==> src/rtl/hlpcm_pkg.sv <==
`timescale 1ns / 1ps

package hlpcm_pkg;

   // Frame geometry
   localparam int MaxChannels = 8;
   localparam int ChanIdxW    = 3;
   localparam int SampleW     = 24;

   // Configuration register indexes
   localparam logic [1:0] CsrChannelCount      = 2'd0;
   localparam logic [1:0] CsrSampleWidth       = 2'd1;
   localparam logic [1:0] CsrChannelAssignment = 2'd2;

   // Channel assignment codes with a WAVE-order remap
   localparam logic [7:0] AssignFive1  = 8'd9;
   localparam logic [7:0] AssignSeven0 = 8'd10;
   localparam logic [7:0] AssignSeven1 = 8'd11;

   // Input transaction
   typedef struct packed {
      logic [7:0] data_byte;
      logic       packet_end;
   } req_type;

   // Result transaction
   typedef struct packed {
      logic signed [SampleW-1:0] sample;
      logic [ChanIdxW-1:0]       channel;
      logic                      frame_last;
   } rsp_type;

   // Active configuration as seen by the assembler
   typedef struct packed {
      logic [3:0] nch;         // saturated channel count, 0..8
      logic       wide;        // 24-bit samples
      logic [7:0] assignment;
   } cfg_type;

   // Completed frame handed from assembler to emitter
   typedef struct packed {
      logic                                   load;
      logic [ChanIdxW-1:0]                    last_idx;
      logic [MaxChannels-1:0][SampleW-1:0]    samples;
   } frame_type;

   // Disc channel index to WAVE slot
   function automatic logic [ChanIdxW-1:0] remap_slot(
      input logic [7:0]          assignment,
      input logic [3:0]          nch,
      input logic [ChanIdxW-1:0] c
   );
      logic [ChanIdxW-1:0] slot;
      slot = c;
      if (assignment == AssignFive1 && nch == 4'd6) begin
         unique case (c)
            3'd3:    slot = 3'd4;
            3'd4:    slot = 3'd5;
            3'd5:    slot = 3'd3;
            default: slot = c;
         endcase
      end else if (assignment == AssignSeven0 && nch == 4'd7) begin
         unique case (c)
            3'd3:    slot = 3'd5;
            3'd4:    slot = 3'd3;
            3'd5:    slot = 3'd4;
            default: slot = c;
         endcase
      end else if (assignment == AssignSeven1 && nch == 4'd8) begin
         unique case (c)
            3'd3:    slot = 3'd6;
            3'd6:    slot = 3'd7;
            3'd7:    slot = 3'd3;
            default: slot = c;
         endcase
      end
      return slot;
   endfunction

endpackage

==> src/rtl/hlpcm_asm.sv <==
`timescale 1ns / 1ps

module hlpcm_asm import hlpcm_pkg::*; (
   input  logic      clock,
   input  logic      reset,
   input  cfg_type   cfg,
   input  logic      cfg_wr,
   input  logic      req_valid,
   output logic      req_ready,
   input  req_type   req_data,
   input  logic      emit_free,
   output frame_type frame
);

   logic [15:0]                          accum_ff, accum_in;
   logic [1:0]                           byte_ff, byte_in;
   logic [ChanIdxW-1:0]                  chan_ff, chan_in;
   logic [MaxChannels-1:0][SampleW-1:0]  slots_ff, slots_in;

   logic                 accept;
   logic                 byte_last;
   logic                 frame_done;
   logic                 active;
   logic [ChanIdxW-1:0]  last_chan;
   logic [ChanIdxW-1:0]  slot;
   logic [SampleW-1:0]   value;
   logic                 slot_wr;

   assign active     = (cfg.nch != 4'd0);
   assign last_chan  = ChanIdxW'(cfg.nch - 4'd1);
   assign byte_last  = cfg.wide ? (byte_ff == 2'd2) : (byte_ff == 2'd1);
   assign frame_done = active && byte_last && (chan_ff == last_chan);

   // stall only when a frame would finish while the emitter is still busy
   assign req_ready = !frame_done || emit_free;
   assign accept    = req_valid && req_ready;

   // big-endian sample assembly; 16-bit samples land in the upper bits
   assign value   = cfg.wide ? {accum_ff, req_data.data_byte}
                             : {accum_ff[7:0], req_data.data_byte, 8'h00};
   assign slot    = remap_slot(cfg.assignment, cfg.nch, chan_ff);
   assign slot_wr = accept && active && byte_last;

   // slot store with the current sample merged for the emitter copy
   always_comb begin
      slots_in = slots_ff;
      if (slot_wr) begin
         slots_in[slot] = value;
      end
   end

   assign frame.load     = accept && frame_done;
   assign frame.last_idx = last_chan;
   assign frame.samples  = slots_in;

   // position and accumulator update
   always_comb begin
      accum_in = accum_ff;
      byte_in  = byte_ff;
      chan_in  = chan_ff;
      if (cfg_wr) begin
         accum_in = '0;
         byte_in  = '0;
         chan_in  = '0;
      end else if (accept) begin
         if (!active || req_data.packet_end) begin
            accum_in = '0;
            byte_in  = '0;
            chan_in  = '0;
         end else begin
            accum_in = {accum_ff[7:0], req_data.data_byte};
            if (byte_last) begin
               byte_in = '0;
               if (frame_done) begin
                  accum_in = '0;
                  chan_in  = '0;
               end else begin
                  chan_in = chan_ff + 3'd1;
               end
            end else begin
               byte_in = byte_ff + 2'd1;
            end
         end
      end
   end

   always_ff @(posedge clock) begin
      if (reset) begin
         accum_ff <= '0;
         byte_ff  <= '0;
         chan_ff  <= '0;
      end else begin
         accum_ff <= accum_in;
         byte_ff  <= byte_in;
         chan_ff  <= chan_in;
      end
   end

   // frame slots: payload only, no reset
   always_ff @(posedge clock) begin
      slots_ff <= slots_in;
   end

endmodule

==> src/rtl/hlpcm_emit.sv <==
`timescale 1ns / 1ps

module hlpcm_emit import hlpcm_pkg::*; (
   input  logic      clock,
   input  logic      reset,
   input  frame_type frame,
   output logic      emit_free,
   output logic      rsp_valid,
   input  logic      rsp_ready,
   output rsp_type   rsp_data
);

   logic                                 busy_ff, busy_in;
   logic [ChanIdxW-1:0]                  idx_ff, idx_in;
   logic [ChanIdxW-1:0]                  last_ff, last_in;
   logic [MaxChannels-1:0][SampleW-1:0]  buf_ff, buf_in;

   logic take;
   logic at_last;

   assign take      = busy_ff && rsp_ready;
   assign at_last   = (idx_ff == last_ff);
   assign emit_free = !busy_ff || (rsp_ready && at_last);

   // result transaction straight from the frame buffer
   assign rsp_valid           = busy_ff;
   assign rsp_data.sample     = buf_ff[idx_ff];
   assign rsp_data.channel    = idx_ff;
   assign rsp_data.frame_last = at_last;

   always_comb begin
      busy_in = busy_ff;
      idx_in  = idx_ff;
      last_in = last_ff;
      buf_in  = buf_ff;
      if (frame.load) begin
         busy_in = 1'b1;
         idx_in  = '0;
         last_in = frame.last_idx;
         buf_in  = frame.samples;
      end else if (take) begin
         if (at_last) begin
            busy_in = 1'b0;
         end else begin
            idx_in = idx_ff + 3'd1;
         end
      end
   end

   always_ff @(posedge clock) begin
      if (reset) begin
         busy_ff <= 1'b0;
         idx_ff  <= '0;
         last_ff <= '0;
      end else begin
         busy_ff <= busy_in;
         idx_ff  <= idx_in;
         last_ff <= last_in;
      end
   end

   always_ff @(posedge clock) begin
      buf_ff <= buf_in;
   end

endmodule

==> src/rtl/hdmv_lpcm_to_interleaved_pcm_top.sv <==
`timescale 1ns / 1ps
// The byte that completes a frame registers the frame into the emitter buffer as
// it is accepted; samples then leave one per cycle while the result side is ready.
// Throughput: one byte per cycle; a frame of n channels yields n samples
// from a double buffer, so input stalls only when the result side holds off.
// Reset: synchronous, active high; registers return to 2 channels, 16-bit.

module hdmv_lpcm_to_interleaved_pcm_top import hlpcm_pkg::*; (
   input  logic       clock,
   input  logic       reset,
   input  logic       req_valid,
   output logic       req_ready,
   input  req_type    req_data,
   output logic       rsp_valid,
   input  logic       rsp_ready,
   output rsp_type    rsp_data,
   input  logic       csr_wen,
   input  logic [1:0] csr_index,
   input  logic [7:0] csr_wdata
);

   logic [3:0] count_ff, count_in;
   logic       wide_ff, wide_in;
   logic [7:0] assign_ff, assign_in;

   cfg_type   cfg;
   logic      cfg_wr;
   logic      emit_free;
   frame_type frame;

   // configuration registers; any valid write also drops the partial frame
   always_comb begin
      count_in  = count_ff;
      wide_in   = wide_ff;
      assign_in = assign_ff;
      cfg_wr    = 1'b0;
      if (csr_wen) begin
         unique case (csr_index)
            CsrChannelCount: begin
               count_in = csr_wdata[3:0];
               cfg_wr   = 1'b1;
            end
            CsrSampleWidth: begin
               wide_in = csr_wdata[0];
               cfg_wr  = 1'b1;
            end
            CsrChannelAssignment: begin
               assign_in = csr_wdata;
               cfg_wr    = 1'b1;
            end
            default: begin
               cfg_wr = 1'b0;
            end
         endcase
      end
   end

   always_ff @(posedge clock) begin
      if (reset) begin
         count_ff  <= 4'd2;
         wide_ff   <= 1'b0;
         assign_ff <= 8'd0;
      end else begin
         count_ff  <= count_in;
         wide_ff   <= wide_in;
         assign_ff <= assign_in;
      end
   end

   // saturate channel count to the frame size
   assign cfg.nch        = (count_ff > 4'(MaxChannels)) ? 4'(MaxChannels) : count_ff;
   assign cfg.wide       = wide_ff;
   assign cfg.assignment = assign_ff;

   hlpcm_asm u_asm (
      .clock     (clock),
      .reset     (reset),
      .cfg       (cfg),
      .cfg_wr    (cfg_wr),
      .req_valid (req_valid),
      .req_ready (req_ready),
      .req_data  (req_data),
      .emit_free (emit_free),
      .frame     (frame)
   );

   hlpcm_emit u_emit (
      .clock     (clock),
      .reset     (reset),
      .frame     (frame),
      .emit_free (emit_free),
      .rsp_valid (rsp_valid),
      .rsp_ready (rsp_ready),
      .rsp_data  (rsp_data)
   );

endmodule

==> config.mk <==
export PLATFORM = sky130hd
export DESIGN_NAME = hdmv_lpcm_to_interleaved_pcm_top
export DESIGN_NICKNAME = d
export VERILOG_FILES = /design/src/rtl/hlpcm_pkg.sv /design/src/rtl/hlpcm_asm.sv /design/src/rtl/hlpcm_emit.sv /design/src/rtl/hdmv_lpcm_to_interleaved_pcm_top.sv
export SDC_FILE = /design/constraint.sdc
export NUM_CORES = 1
export LEC_CHECK = 0
export CAP_MARGIN = 20
export CORE_MARGIN = 8
export CORE_UTILIZATION = 55
export DETAILED_ROUTE_END_ITERATION = 10
export DONT_BUFFER_PORTS = 1
export PLACE_DENSITY_LB_ADDON = 0.2
export SLEW_MARGIN = 25
export SYNTH_ARGS = -nofsm -noshare
export SYNTH_HDL_FRONTEND = slang
export SYNTH_SLANG_ARGS = --single-unit
==> constraint.sdc <==
create_clock -name clock -period 16.4 [get_ports clock]
set_input_delay 2.46 -clock clock [delete_from_list [all_inputs] [get_ports clock]]
set_output_delay 2.46 -clock clock [all_outputs]
set_load 0.02 [all_outputs]
[Word-level counts from Yosys, hierarchy flattened]
Index checks and enable logic that the tools add are counted.
W data, S select, Z words.
Operators by class
  add/sub/neg operators: 4
  reductions and logical operators: 32
  magnitude comparators: 4
  muxes and demuxes: 28
  equality and inequality tests: 17
  bitwise gates (word level): 1
Operator list (number)
  $bwmux W192: 1
  $mux W192: 1
  $bmux W24 S3: 1
  $demux W24 S3: 1
  $mux W24: 3
  $mux W16: 3
  $pmux W3 S3: 3
  $eq A8 B4 Y1 const B: 3
  $mux W3: 6
  $eq A3 B3 Y1 const B: 4
  $logic_and A1 B1 Y1: 12
  $reduce_and A2 Y1: 6
  $eq A4 B3 Y1 const B: 2
  $lt A3 B4 Y1 const B: 2
  $add A3 B1 Y3 const B: 2
  $eq A3 B3 Y1: 2
  $mux W1: 6
  $reduce_bool A2 Y1: 3
  $eq A2 B1 Y1 const B: 2
  $eq A2 B2 Y1 const B: 2
  $eq A4 B4 Y1 const B: 1
  $gt A4 B4 Y1 const B: 1
  $mux W2: 2
  $mux W4: 1
  11 further kinds: 16
Word-level totals
  flip-flop bits (word level): 425
  input bits: 24
  output and inout port bits: 30

[Logic depth before layout (Yosys ltp)]
Gate-level depths: netlist (run 1).
  depth in word-level cells: 13
  gate-level depth with buffers: 12

[Hierarchy]
Synthesis (run 1) repeated with hierarchy kept, for this count alone.
Unflattened totals
  cells, all modules: 999
  area, all modules: 16393.2 um2
By module, submodules not included
  hlpcm_asm: cells an instance 614, area an instance 7990.2 um2, times used 1
  hlpcm_emit: cells an instance 324, area an instance 7782.5 um2, times used 1
  hdmv_lpcm_to_interleaved_pcm_top: cells an instance 61, area an instance 620.6 um2, times used 1

[Worst setup path after synthesis (run 1)]
Ideal clock, no wire load.
  kind: input-to-reg
  from: input rsp_ready
  to: register u_emit.last_ff[0]
  cell stages on the path: 3
  arrival time: 16374 ps
  path buffers: 0
  slack: -625 ps
  cell sequence: a21boi_0 > nor3_1 > a211oi_1
RTL lines
  start, declared: RTL line hdmv_lpcm_to_interleaved_pcm_top.sv:15  | input logic rsp_ready,
  end signal, assigned: RTL line hlpcm_emit.sv:58  | last_ff <= last_in;
  end, declared: RTL line hlpcm_emit.sv:15  | logic [ChanIdxW-1:0] last_ff, last_in;

[Final worst setup path (run 1)]
  from: input rsp_ready
  to: output req_ready
Between the ends
  word-level cells in the longest chain between the ends: 3
Ends and longest elaborated chain
  $logic_and A1 B1 Y1: RTL line hlpcm_emit.sv:23  | assign emit_free = !busy_ff || (rsp_ready && at_last);
  $logic_or A1 B1 Y1: RTL line hlpcm_emit.sv:23
  $logic_or A1 B1 Y1: RTL line hlpcm_asm.sv:35  | assign req_ready = !frame_done || emit_free;
  end, declared: RTL line hdmv_lpcm_to_interleaved_pcm_top.sv:12  | output logic req_ready,
Every way passes these cells.

==> results.txt, run 1 <==
The die height is 188 um. The power density over the cells came out at 119 nW/um2. The number of setup violations in the final report came out at 0. The number of antenna violations at the first check in global routing is 0. CTS placed an instance of sky130_fd_sc_hd__clkbuf_16 at the clock tree root. The gate count after technology mapping is between 900 and 1,000. The critical path data required time came out at ~14,000 ps.

The clock passes through at most 3 buffers. The final sum of negative setup slack came out at 0 ps. The aggregate global-route resource usage came out at between 15 and 20%. The detail route stage leaves a number of antenna-violating nets equal to 0.

The TritonCTS clock tree is built. The number of design-rule violations left by the first detailed-router iteration came out at 374. The max-slew violation count is 0.

The clock insertion delay at the later pin of the skew report is 530 ps. The first-pass iteration count of the detailed router is 4. The class of the tightest hold or removal check is flip-flop to flip-flop. The highest achievable clock rate is 169 MHz. The placed instances occupy a cell area of about 16,000 um2. The placer's final routability congestion estimate is about 0.8.

The fraction of final layout cells sized beyond drive strength 1 is roughly 37%. The flow ran to the end, and the final reports show no timing, DRC or antenna violations. Max-cap violations in this run came to 0. STA classifies the critical path endpoint as an output port. The area of the die came out at 35,200 um2.

The final layout contains 1,010 nets. The wire length after detailed routing is about 30,000 um. The reported leakage power is 6.23 nW. The number of warning messages in the yosys log is 0.

The hold buffer count at CTS is 0. After synthesis the netlist holds a flip-flop and latch count of around 430. The number of vias per cell after detailed routing is 5.57. The data arrival time of the critical path came out at 3450 ps. On the final layout, the worst clock skew is 7.88 ps. The overall die width came out at 188 um. The number of primary I/O pins came out at 54. The starting density of the core came out at 55.2%. The floorplan has 63 rows. The type of element launching the critical path is an input port. The worst-case reg-to-reg path depth is 8. The number of nets handed over by synthesis was 1,008.

The number of buffers created by CTS came out at 43. The critical path starts at rsp_ready. The sequential cell area fraction in the yosys report came out at 64.4%. The design area is 18,000 um2. After detailed routing, the average wire length per cell comes to 21.3 um. The most common cell after layout, fill and taps aside is sky130_fd_sc_hd__dfxtp_1.

The via count came out at 7,787. The layout has around 2,200 filler cells. The final cycle utilization of the critical path came out at ~36%.

The port buffer count is 0. The slew at the pin with the worst max-slew slack is 1000 ps. The worst slew margin relative to its limit came out at ~33%. In the layout the commonest cells are 230 x sky130_fd_sc_hd__dfxtp_1, 192 x sky130_fd_sc_hd__edfxtp_1, 172 x sky130_fd_sc_hd__mux2_2, 60 x sky130_fd_sc_hd__mux2_4, 48 x sky130_fd_sc_hd__mux4_2. Overall power consumption after layout is estimated at 2.14 mW. Global routing finished with a remaining overflow of 0. The terminus of the critical flop-to-flop path is u_emit.buf_ff[167].

The mean instance size in the synthesized netlist came out at 16.6 um2. The critical path ends at req_ready. The post-cts sizing count is 0. The number of post-CTS setup repair buffers is 0. The worst setup path is of the input port to output port kind. The final worst hold slack came out at 468 ps.

After legalization and detailed placement, the total HPWL measured 16,600 um. The number of clock sinks seen by CTS is 425. The final number of hold-violating endpoints is 0.

The final critical delay including setup and external delays came out at 5910 ps. In the routed design, unresolved DRC markers number 0. Setup repair after global routing left no endpoint under its margin.

The maximum vdd drop is about 0.00010 V. After synthesis, the share of flip-flops with an asynchronous set or reset is 0%. From synthesis to final layout, the design area changed by 11.0%. The final core area utilization came out at between 60% and 70%. The clock transition time at the flip-flop clock pins of the worst setup and hold paths came out at 50 ps. The maximum fanout encountered on the critical timing path is 4. The number of enable-type register cells in the synthesized netlist is 192. The via count of the first global-routing pass came out at 8,138. The netlist area before placement is 16,200 um2.

The pin count of the biggest net entering global routing is between 150 and 200. The antenna diode instance count came out at 0. The startpoint identified for the worst register-to-register timing path is u_emit.idx_ff[1]. The global-route wire length before repair came out at 47,100 um. For this run, the leading register cell type out of synthesis is sky130_fd_sc_hd__dfxtp_1.

The number of distinct library cell variants in the gate-level netlist after synthesis is slightly above 60. The H-tree depth reported by CTS is 2. The reg-to-reg setup timing slack came out at 11,950 ps.

The core area is just under 30,000 um2.
[layout make-up]
class	count	area [um2]	share of cell area, %
Clock buffer	63	1240	6.92
Timing Repair Buffer	14	145	0.808
Clock inverter	15	190	1.06
Sequential cell	425	10400	58.1
Inverter	10	37.5	0.209
Multi-Input combinational cell	481	5420	30.2
Tap cell	390	488	2.72
[worst max-delay path, cell delays in order]
cell                      delay (ps)
sky130_fd_sc_hd__inv_1            20
sky130_fd_sc_hd__o21ai_0         620
sky130_fd_sc_hd__or3_1           340
[routing by layer]
layer,wire length (um),GRT usage [%]
met3,1120,3.40
met4,599,4.94
met2,14400,28.2
met1,13600,22.2
met5,0,0
[per-stage QoR]
stage | cells | worst slack, ps
global placement | 1318 | 10510
floorplan | 973 | 5580
global route | 1398 | 10450
finish | 1398 | 10490
detailed placement | 1319 | 10500
CTS | 1397 | 10500
[worst min-delay path by stage]
stage,from,to,slack (ps),depth (start not counted)
final,u_asm.slots_ff[125],u_asm.slots_ff[125],470,1
after global routing,u_asm.slots_ff[6],u_asm.slots_ff[6],480,1
after CTS,u_asm.slots_ff[125],u_asm.slots_ff[125],470,1
after detailed placement,u_asm.slots_ff[139],u_asm.slots_ff[139],450,1
after global placement,u_asm.slots_ff[33],u_asm.slots_ff[33],450,1
after floorplan,u_asm.slots_ff[124],u_asm.slots_ff[124],440,1
[cells in the mapped netlist, drive strengths merged (3+ instances only)]
master  count  area share (%)
a211oi      4            0.19
a21oi       6            0.19
a22oi      18            0.83
and2        8            0.31
buf        27             1.4
clkbuf     30            0.70
dfxtp     233              29
edfxtp    192              36
ha         11            0.85
inv        10            0.23
mux2      232              18
mux2i      15            0.93
mux4       48             6.7
nand2      14            0.34
nand2b      3            0.12
nand3       8            0.25
nand3b      3            0.14
nor2       40            0.93
nor2b       4            0.15
nor3        5            0.15
nor4        4            0.42
o21ai       7            0.22
o31ai       4            0.19
or4b        3            0.19
xnor2       7            0.38
[power breakdown]
part | internal (mW) | total [mW] | switching [mW]
clock network | 0.590 | 0.976 | 0.386
logic | 0.0223 | 0.0459 | 0.0237
registers | 1.12 | 1.12 | 0.00563
total | 1.73 | 2.14 | 0.415
[kinds of logic (layout without fill, tap and decap cells)]
group	after synthesis	in the layout	synth area share (%)
buffers and inverters	67	102	2.33
adders and majority gates	11	11	0.850
DFF	425	425	64.4
xor gates and xnor gates	8	8	0.433
AOI/OAI and AO/OA	62	62	2.96
and+or+nand+nor	105	105	3.84
muxes	295	295	25.1
[flip-flops by register name, indices dropped and copies added (netlist names)]
name and flops:
count_ff 4, assign_ff 8, u_asm.byte_ff 2, u_asm.slots_ff 192, u_emit.buf_ff 192, u_asm.accum_ff 16, u_emit.last_ff 3, wide_ff 1
u_emit.idx_ff 3, u_emit.rsp_valid 1, u_asm.chan_ff 3
No activity file was read; power rests on OpenSTA's default activity.
==> run 2: changes to the inputs <==
- clock period: 16.4 -> 5.7 ns (I/O delays scaled with it)
==> run 2 against run 1 <==
Core utilization down 0.10 points. Flip-flop and latch count stayed put. Sequential power increased to 2.9 times the previous value. Global-route usage is essentially flat. First-iteration DRC count is 34% higher. Via count is 1.3% higher. Cell count hardly changed. Clock-buffer cell count fell by 3. Critical endpoint is now u_emit.buf_ff[181]. Highest routed layer unchanged.
==> results.txt, run 2 (synthesized netlist as in run 1, its figures left out) <==
The fraction of final layout cells sized beyond drive strength 1 came out at 38.4% (+1.2 points). The total area of multi-input combinational cells is 5470 um2 (+1.0%). The overall die width came to 188 um (unchanged). The reported leakage power is 6.23 nW (about the same). The maximum clock skew at final layout came out at 12.2 ps (+4.31 ps). The delay contributed by the slowest stage of the critical path is 720 ps (+100 ps).

The post-synthesis to final-layout area growth came out at 10.8%. The via count of the first global-routing pass is 8,182 (+0.54%). The area of the die is 35,200 um2 (unchanged).

The power density over the cells is 338 nW/um2 (+180%). The design area came out at 17,900 um2 (-0.17%). The net count of the finished layout is 1,010 (unchanged). The final total power was 6.05 mW (+180%). The slew at the pin with the worst max-slew slack came out at 954 ps (-45.7 ps). The wire length per cell after detailed routing came out at 21.3 um (about the same). The number of primary I/O pins is 54 (unchanged). The number of buffers created by CTS came out at 42 (-2.3%). The internal power summed over all cells came out at 4.88 mW (+180%). The hold buffer count at CTS came out at 0 (unchanged). In this design, the largest share of critical-path delay is due to compound AO/OA/AOI/OAI gates.

The port buffer count came out at 0 (unchanged). The clock transition time at the flip-flop clock pins of the worst setup and hold paths came out at 60 ps (about the same). In the final layout, the registers with the most flip-flops are u_asm.slots_ff x192, u_emit.buf_ff x192, u_asm.accum_ff x16.

The part of the power in registers came out at 53.3% (+1.0 points). The largest individual stage delay along the critical path comes from the cell sky130_fd_sc_hd__nor4_4. The core area came out at 29,300 um2 (unchanged).

The number of vias per cell after detailed routing came out at 5.65 (+1.4%). The number of post-CTS setup repair buffers came to 0 (unchanged). The estimated wirelength of the detail-placed design was 17,400 um (+4.4%). The tree is rooted in a sky130_fd_sc_hd__clkbuf_16. The total buffers and inverters traversed by the critical path is 2 (+1). The cell area after placement came to 16,600 um2 (+0.36%). The H-tree depth reported by CTS is 2 (unchanged). The first-pass iteration count of the detailed router came out at 5 (+1).

The pin count of the biggest net entering global routing came out at 124 (-35%). The worst setup path is of the flip-flop to flip-flop kind. The switching component of the power came out at 1.18 mW (+180%). The number of clock sinks seen by CTS is 425 (unchanged).

The placer's final routability congestion estimate came out at 0.813 (+2.7%). The total congestion overflow is 0 (unchanged). The maximum vdd drop is 0.000285 V (+180%). The via count was 7,891 (+1.3%). The maximum fanout encountered on the critical timing path came out at 17 (+13). The max-slew violation count was 0 (unchanged).

The worst setup path is captured at a flip-flop. Counting I/O delays and the setup requirement, the final critical path takes between 3000 and 4000 ps. The final cycle utilization of the critical path came out at between 60% and 70%. The number of design-rule violations left by the first detailed-router iteration is 503 (+34%). Leaving out fill and tap cells, the most frequent cell in the layout is sky130_fd_sc_hd__dfxtp_1. For this run, the top clock speed supported by timing is 252 MHz. The part of the total power dissipated in combinational logic came out at 2.2% (about the same). The die height was 188 um (unchanged). Setup repair after global routing left no endpoint under its margin.

The row count is 63 (unchanged). Walking the worst path, the cells encountered are inv_1 -> ha_1 -> a211o_1 -> a22oi_1 -> o21ai_0 -> a31o_2 -> nor4_4 -> buf_4 -> mux2_2. The tightest min-delay check is of the input port to flip-flop type. The library cells used most frequently in the layout, excluding fill and tap cells, are 230 x sky130_fd_sc_hd__dfxtp_1, 192 x sky130_fd_sc_hd__edfxtp_1, 172 x sky130_fd_sc_hd__mux2_2, 60 x sky130_fd_sc_hd__mux2_4, 48 x sky130_fd_sc_hd__mux4_2. The critical path data required time is 5970 ps (-7970 ps). The number of setup violations in the final report came out at 0 (unchanged). The part of the total power dissipated in the clock network is 44.5% (-1.0 points). STA classifies the critical path startpoint as a flip-flop. The number of antenna violations at the first check in global routing came out at 0 (unchanged). The switching fraction of total power is 19.4% (+0.056 points).

The global-route wire length before repair came out at 47,500 um (+0.85%). The post-cts sizing count came out at 0 (unchanged). TritonCTS built the clock tree. The clock insertion delay at the later pin of the skew report came to 530 ps (about the same). The final number of hold-violating endpoints is 0 (unchanged).

The worst slew margin relative to its limit was 36.4% (+3.5 points). The flip-flop and latch area came out at 10,400 um2 (unchanged). The aggregate global-route resource usage is 17.0% (+0.044 points). The deepest clock path buffer count came out at 3 (unchanged). The number of nets still failing antenna checks after routing came out at 0 (unchanged).

The final routed DRC violation total came out at 0 (unchanged). The wire length after detailed routing came out at 29,700 um (about the same). The starting density of the core came to 55.2% (unchanged).

The total of fill cells in the finished design came out at 2,195 (+1.1%). The max-cap check violation count was 0 (unchanged). The antenna diode instance count came out at 0 (unchanged). The run finished with clean final reports.

The data arrival time of the critical path is 4240 ps (+790 ps).
## run 2: metal layers
layer,global-route usage [%],vias up,wire [um]
li1,-,3673,-
met1,22.7,4065,13500
met2,28.1,117,14600
met3,3.53,36,1280
met4,3.88,0,403
met5,0,-,0
## run 2: power by group through the flow
stage / combinational (mW) / sequential (mW) / clock [mW]
detailed placement: 0.136 / 3.29 / 0
floorplan: 0.114 / 3.29 / 0
finish: 0.136 / 3.23 / 2.69
global placement: 0.132 / 3.29 / 0
CTS: 0.137 / 3.23 / 2.76
global route: 0.147 / 3.23 / 2.88
## run 2: final timing paths
check                    startpoint                  to  slack, ps  depth (start not counted)
hold reg to reg   u_asm.slots_ff[4]   u_asm.slots_ff[4]        470                          1
setup reg to reg   u_asm.chan_ff[2]  u_emit.buf_ff[181]       1730                          9
setup / recovery   u_asm.chan_ff[2]  u_emit.buf_ff[181]       1730                          9
hold / removal                reset        assign_ff[0]        400                          1
## run 2: stage by stage
stage / instances / util, % / setup slack (ps) / hold slack [ps] / setup TNS [ps]
after floorplan: 973 / - / -683 / 444 / -131750
after detailed placement: 1320 / 56.5 / 1490 / 455 / 0
final: 1397 / 61.1 / 1730 / 399 / 0
after CTS: 1396 / 61.1 / 1460 / 382 / 0
after global routing: 1397 / 61.1 / 1490 / 381 / 0
after global placement: 1320 / 56.4 / 1560 / 452 / 0
## run 2: layout make-up
class | count | area share [%]
clock inverters | 16 | 0.921
inverters | 10 | 0.209
repair buffers | 15 | 0.719
flip-flops and latches | 425 | 58.2
clock buffers | 60 | 6.69
multi-input cells | 481 | 30.5
well taps | 390 | 2.72
==> run 3: changes to the inputs <==
- clock period: 5.7 -> 3.25 ns (I/O delays scaled with it)
==> run 3 against run 2 <==
Non-clock buffer count increased by 42. Worst setup slack got worse by 1600 ps. Sequential share of layout area shrank 2.5 points. Worst hold slack worse by 380 ps. Critical path type unchanged. Combinational power up 88%. Core utilization up 2.7 points. Clock power is 95% higher. Clock skew about the same. Clock-buffer cell count unchanged. Largest cell class unchanged.
==> results.txt, run 3 (synthesized netlist as in run 1, its figures left out) <==
The run finished with clean final reports. The maximum vdd drop was 0.000637 V (+120%). Leaving out fill and tap cells, the most frequent cell in the layout is sky130_fd_sc_hd__dfxtp_1.

Setup repair after global routing left no endpoint under its margin. STA classifies the critical path endpoint as a flip-flop. The via count came to 8,156 (+3.4%).

Clock tree synthesis selected as its root buffer the cell sky130_fd_sc_hd__clkbuf_16. The first-pass iteration count of the detailed router is 5 (unchanged). The H-tree depth reported by CTS came to 2 (unchanged). The power density over the cells is 596 nW/um2 (+76%). The clock transition time at the flip-flop clock pins of the worst setup and hold paths was 60 ps (about the same). The critical path is of the flip-flop to flip-flop type. The net count of the finished layout is 1,053 (+4.3%).

The wire length after detailed routing came out at 31,400 um (+5.7%). The pin count of the biggest net entering global routing is 52 (-58%). The maximum clock skew at final layout is 12.4 ps (+0.170 ps). The fraction of final layout cells sized beyond drive strength 1 is 42.0% (+3.5 points). The area of the die is 35,200 um2 (unchanged).

The starting density of the core is 55.2% (unchanged). The highest achievable clock rate came to 317 MHz (+26%). The global-route wire length before repair came to 48,400 um (+2.0%). The die height came out at 188 um (unchanged).

The number of primary I/O pins is 54 (unchanged). The final worst hold slack came out at 15.2 ps (-384 ps). The number of buffers created by CTS is 43 (+2.4%).

The largest individual stage delay along the critical path comes from the cell sky130_fd_sc_hd__or4b_4. The final number of hold-violating endpoints is 0 (unchanged). Grouping stages by cell kind, the critical path spends the most delay in simple AND/OR/NAND/NOR gates. The final cycle utilization of the critical path is 97.1% (+27 points). The reg-to-reg setup timing slack is 90 ps (-1640 ps). The final total power came out at 11.2 mW (+84%). The hold path startpoint is reset.

TritonCTS built the clock tree. In the final layout, the registers with the most flip-flops are u_asm.slots_ff x192, u_emit.buf_ff x192, u_asm.accum_ff x16. The number of clock sinks seen by CTS is 425 (unchanged). The wire length per cell after detailed routing is 21.8 um (+2.3%). The reported leakage power came out at 6.62 nW (+6.1%). The worst slew margin relative to its limit came out at 36.2% (-0.16 points).

The estimated wirelength of the detail-placed design was 18,100 um (+4.1%). The max-slew violation count is 0 (unchanged). The number of nets still failing antenna checks after routing came out at 0 (unchanged). The post-synthesis to final-layout area growth is 15.7%. The deepest clock path buffer count came out at 3 (unchanged). The number of setup violations in the final report is 0 (unchanged). The aggregate global-route resource usage is 17.7% (+0.69 points).

The maximum fanout encountered on the critical timing path came to 12 (-5). The number of vias per cell after detailed routing came out at 5.65 (about the same). The data arrival time of the critical path is 3440 ps (-800 ps).

The antenna diode instance count is 0 (unchanged). The number of design-rule violations left by the first detailed-router iteration came out at 510 (+1.4%). The class of the tightest hold or removal check is input port to flip-flop.

The number of antenna violations at the first check in global routing is 0 (unchanged). The via count of the first global-routing pass was 8,221 (+0.48%). The final critical delay including setup and external delays came out at 3160 ps (-813 ps).

The clock insertion delay at the later pin of the skew report came out at 540 ps (about the same). The port buffer count came out at 0 (unchanged). The critical path data required time was 3530 ps (-2440 ps). The max-cap check violation count is 0 (unchanged). The type of element launching the critical path is a flip-flop.

The total congestion overflow was 0 (unchanged). In the layout the commonest cells are 229 x sky130_fd_sc_hd__dfxtp_1, 192 x sky130_fd_sc_hd__edfxtp_1, 172 x sky130_fd_sc_hd__mux2_2, 60 x sky130_fd_sc_hd__mux2_4, 48 x sky130_fd_sc_hd__mux4_2. Walking the worst path, the cells encountered are nand2b_4 -> ha_1 -> and4_2 -> nand2_1 -> or3_1 -> a31o_2 -> or4b_4 -> bufbuf_16 -> mux2_4.

The overall die width is 188 um (unchanged). In this run the critical register-to-register path is launched from count_ff[3]. The final routed DRC violation total is 0 (unchanged).

The row count is 63 (unchanged). The total buffers and inverters traversed by the critical path is 1 (-1). The slew at the pin with the worst max-slew slack is 956 ps (+2.45 ps).

In this run the worst setup path begins at count_ff[3]. The core area was 29,300 um2 (unchanged). The delay contributed by the slowest stage of the critical path is 600 ps (-120 ps). The placer's final routability congestion estimate came to 0.803 (-1.2%). The final core area utilization came to 63.9% (+2.7 points).
run 3: changes by cell type in the layout (fill, tap and decap cells not counted), sizes merged:
| cell | delta |
|---|---|
| clkinvlp | +1 |
| bufbuf | +1 |
| bufinv | +3 |
| inv | +1 |
| clkinv | -1 |
| clkbuf | +1 |
| dlygate4sd3 | +2 |
| buf | +38 |
run 3: area by class of cell:
type | instances | area [um2]
flip-flops and latches | 425 | 10400
well taps | 390 | 488
clock buffers | 60 | 1270
inverters | 10 | 37.5
repair buffers | 57 | 711
multi-input cells | 481 | 5510
fillers | 2109 | 10600
clock inverters | 20 | 268
run 3: routing by layer:
layer	global-route usage (%)	wire, um	up-vias
met4	4.39	484	0
li1	-	-	3762
met1	23.5	14000	4208
met5	0	0	-
met3	3.38	1340	38
met2	29.5	15600	148
run 3: report_power, final:
group          switching (mW)  internal, mW
sequential             0.0285          5.63
combinational           0.126         0.129
clock                    2.02          3.22
total                    2.17          8.98
run 3: worst paths after layout:
path                          to  cells after the start
max           u_emit.buf_ff[131]                      9
min                 assign_ff[5]                      1
max reg2reg   u_emit.buf_ff[131]                      9
min reg2reg  u_asm.slots_ff[140]                      1
run 3: repair_timing:
| action | CTS | global route |
|---|---|---|
| pin swaps | 0 | 3 |
| setup buffers | 0 | 2 |
| setup endpoints to repair | 68 | 164 |
| hold buffers | 1 | 1 |
| gates resized for setup | 6 | 13 |
| cloned | 3 | 1 |
| endpoints found under the hold margin | 2 | 1 |
run 3: worst register-to-register path, delay by kind of cell, from the launching register on:
kind	cells	cell delay, ps
buf+inv	1	340
simple gates	5	1470
compound gates	1	270
mux	1	310
flops	1	370
fa+ha+maj	1	160
run 3: per-stage QoR:
stage               setup TNS, ps  cells  setup slack [ps]  area, um2
finish                          0   1443              92.8      18700
global route                    0   1443              1.94      18700
CTS                             0   1439              6.52      18700
detailed placement           -916   1355             -29.6      17000
global placement                0   1355              8.76      17000
floorplan                 -604600    973             -3130      16200
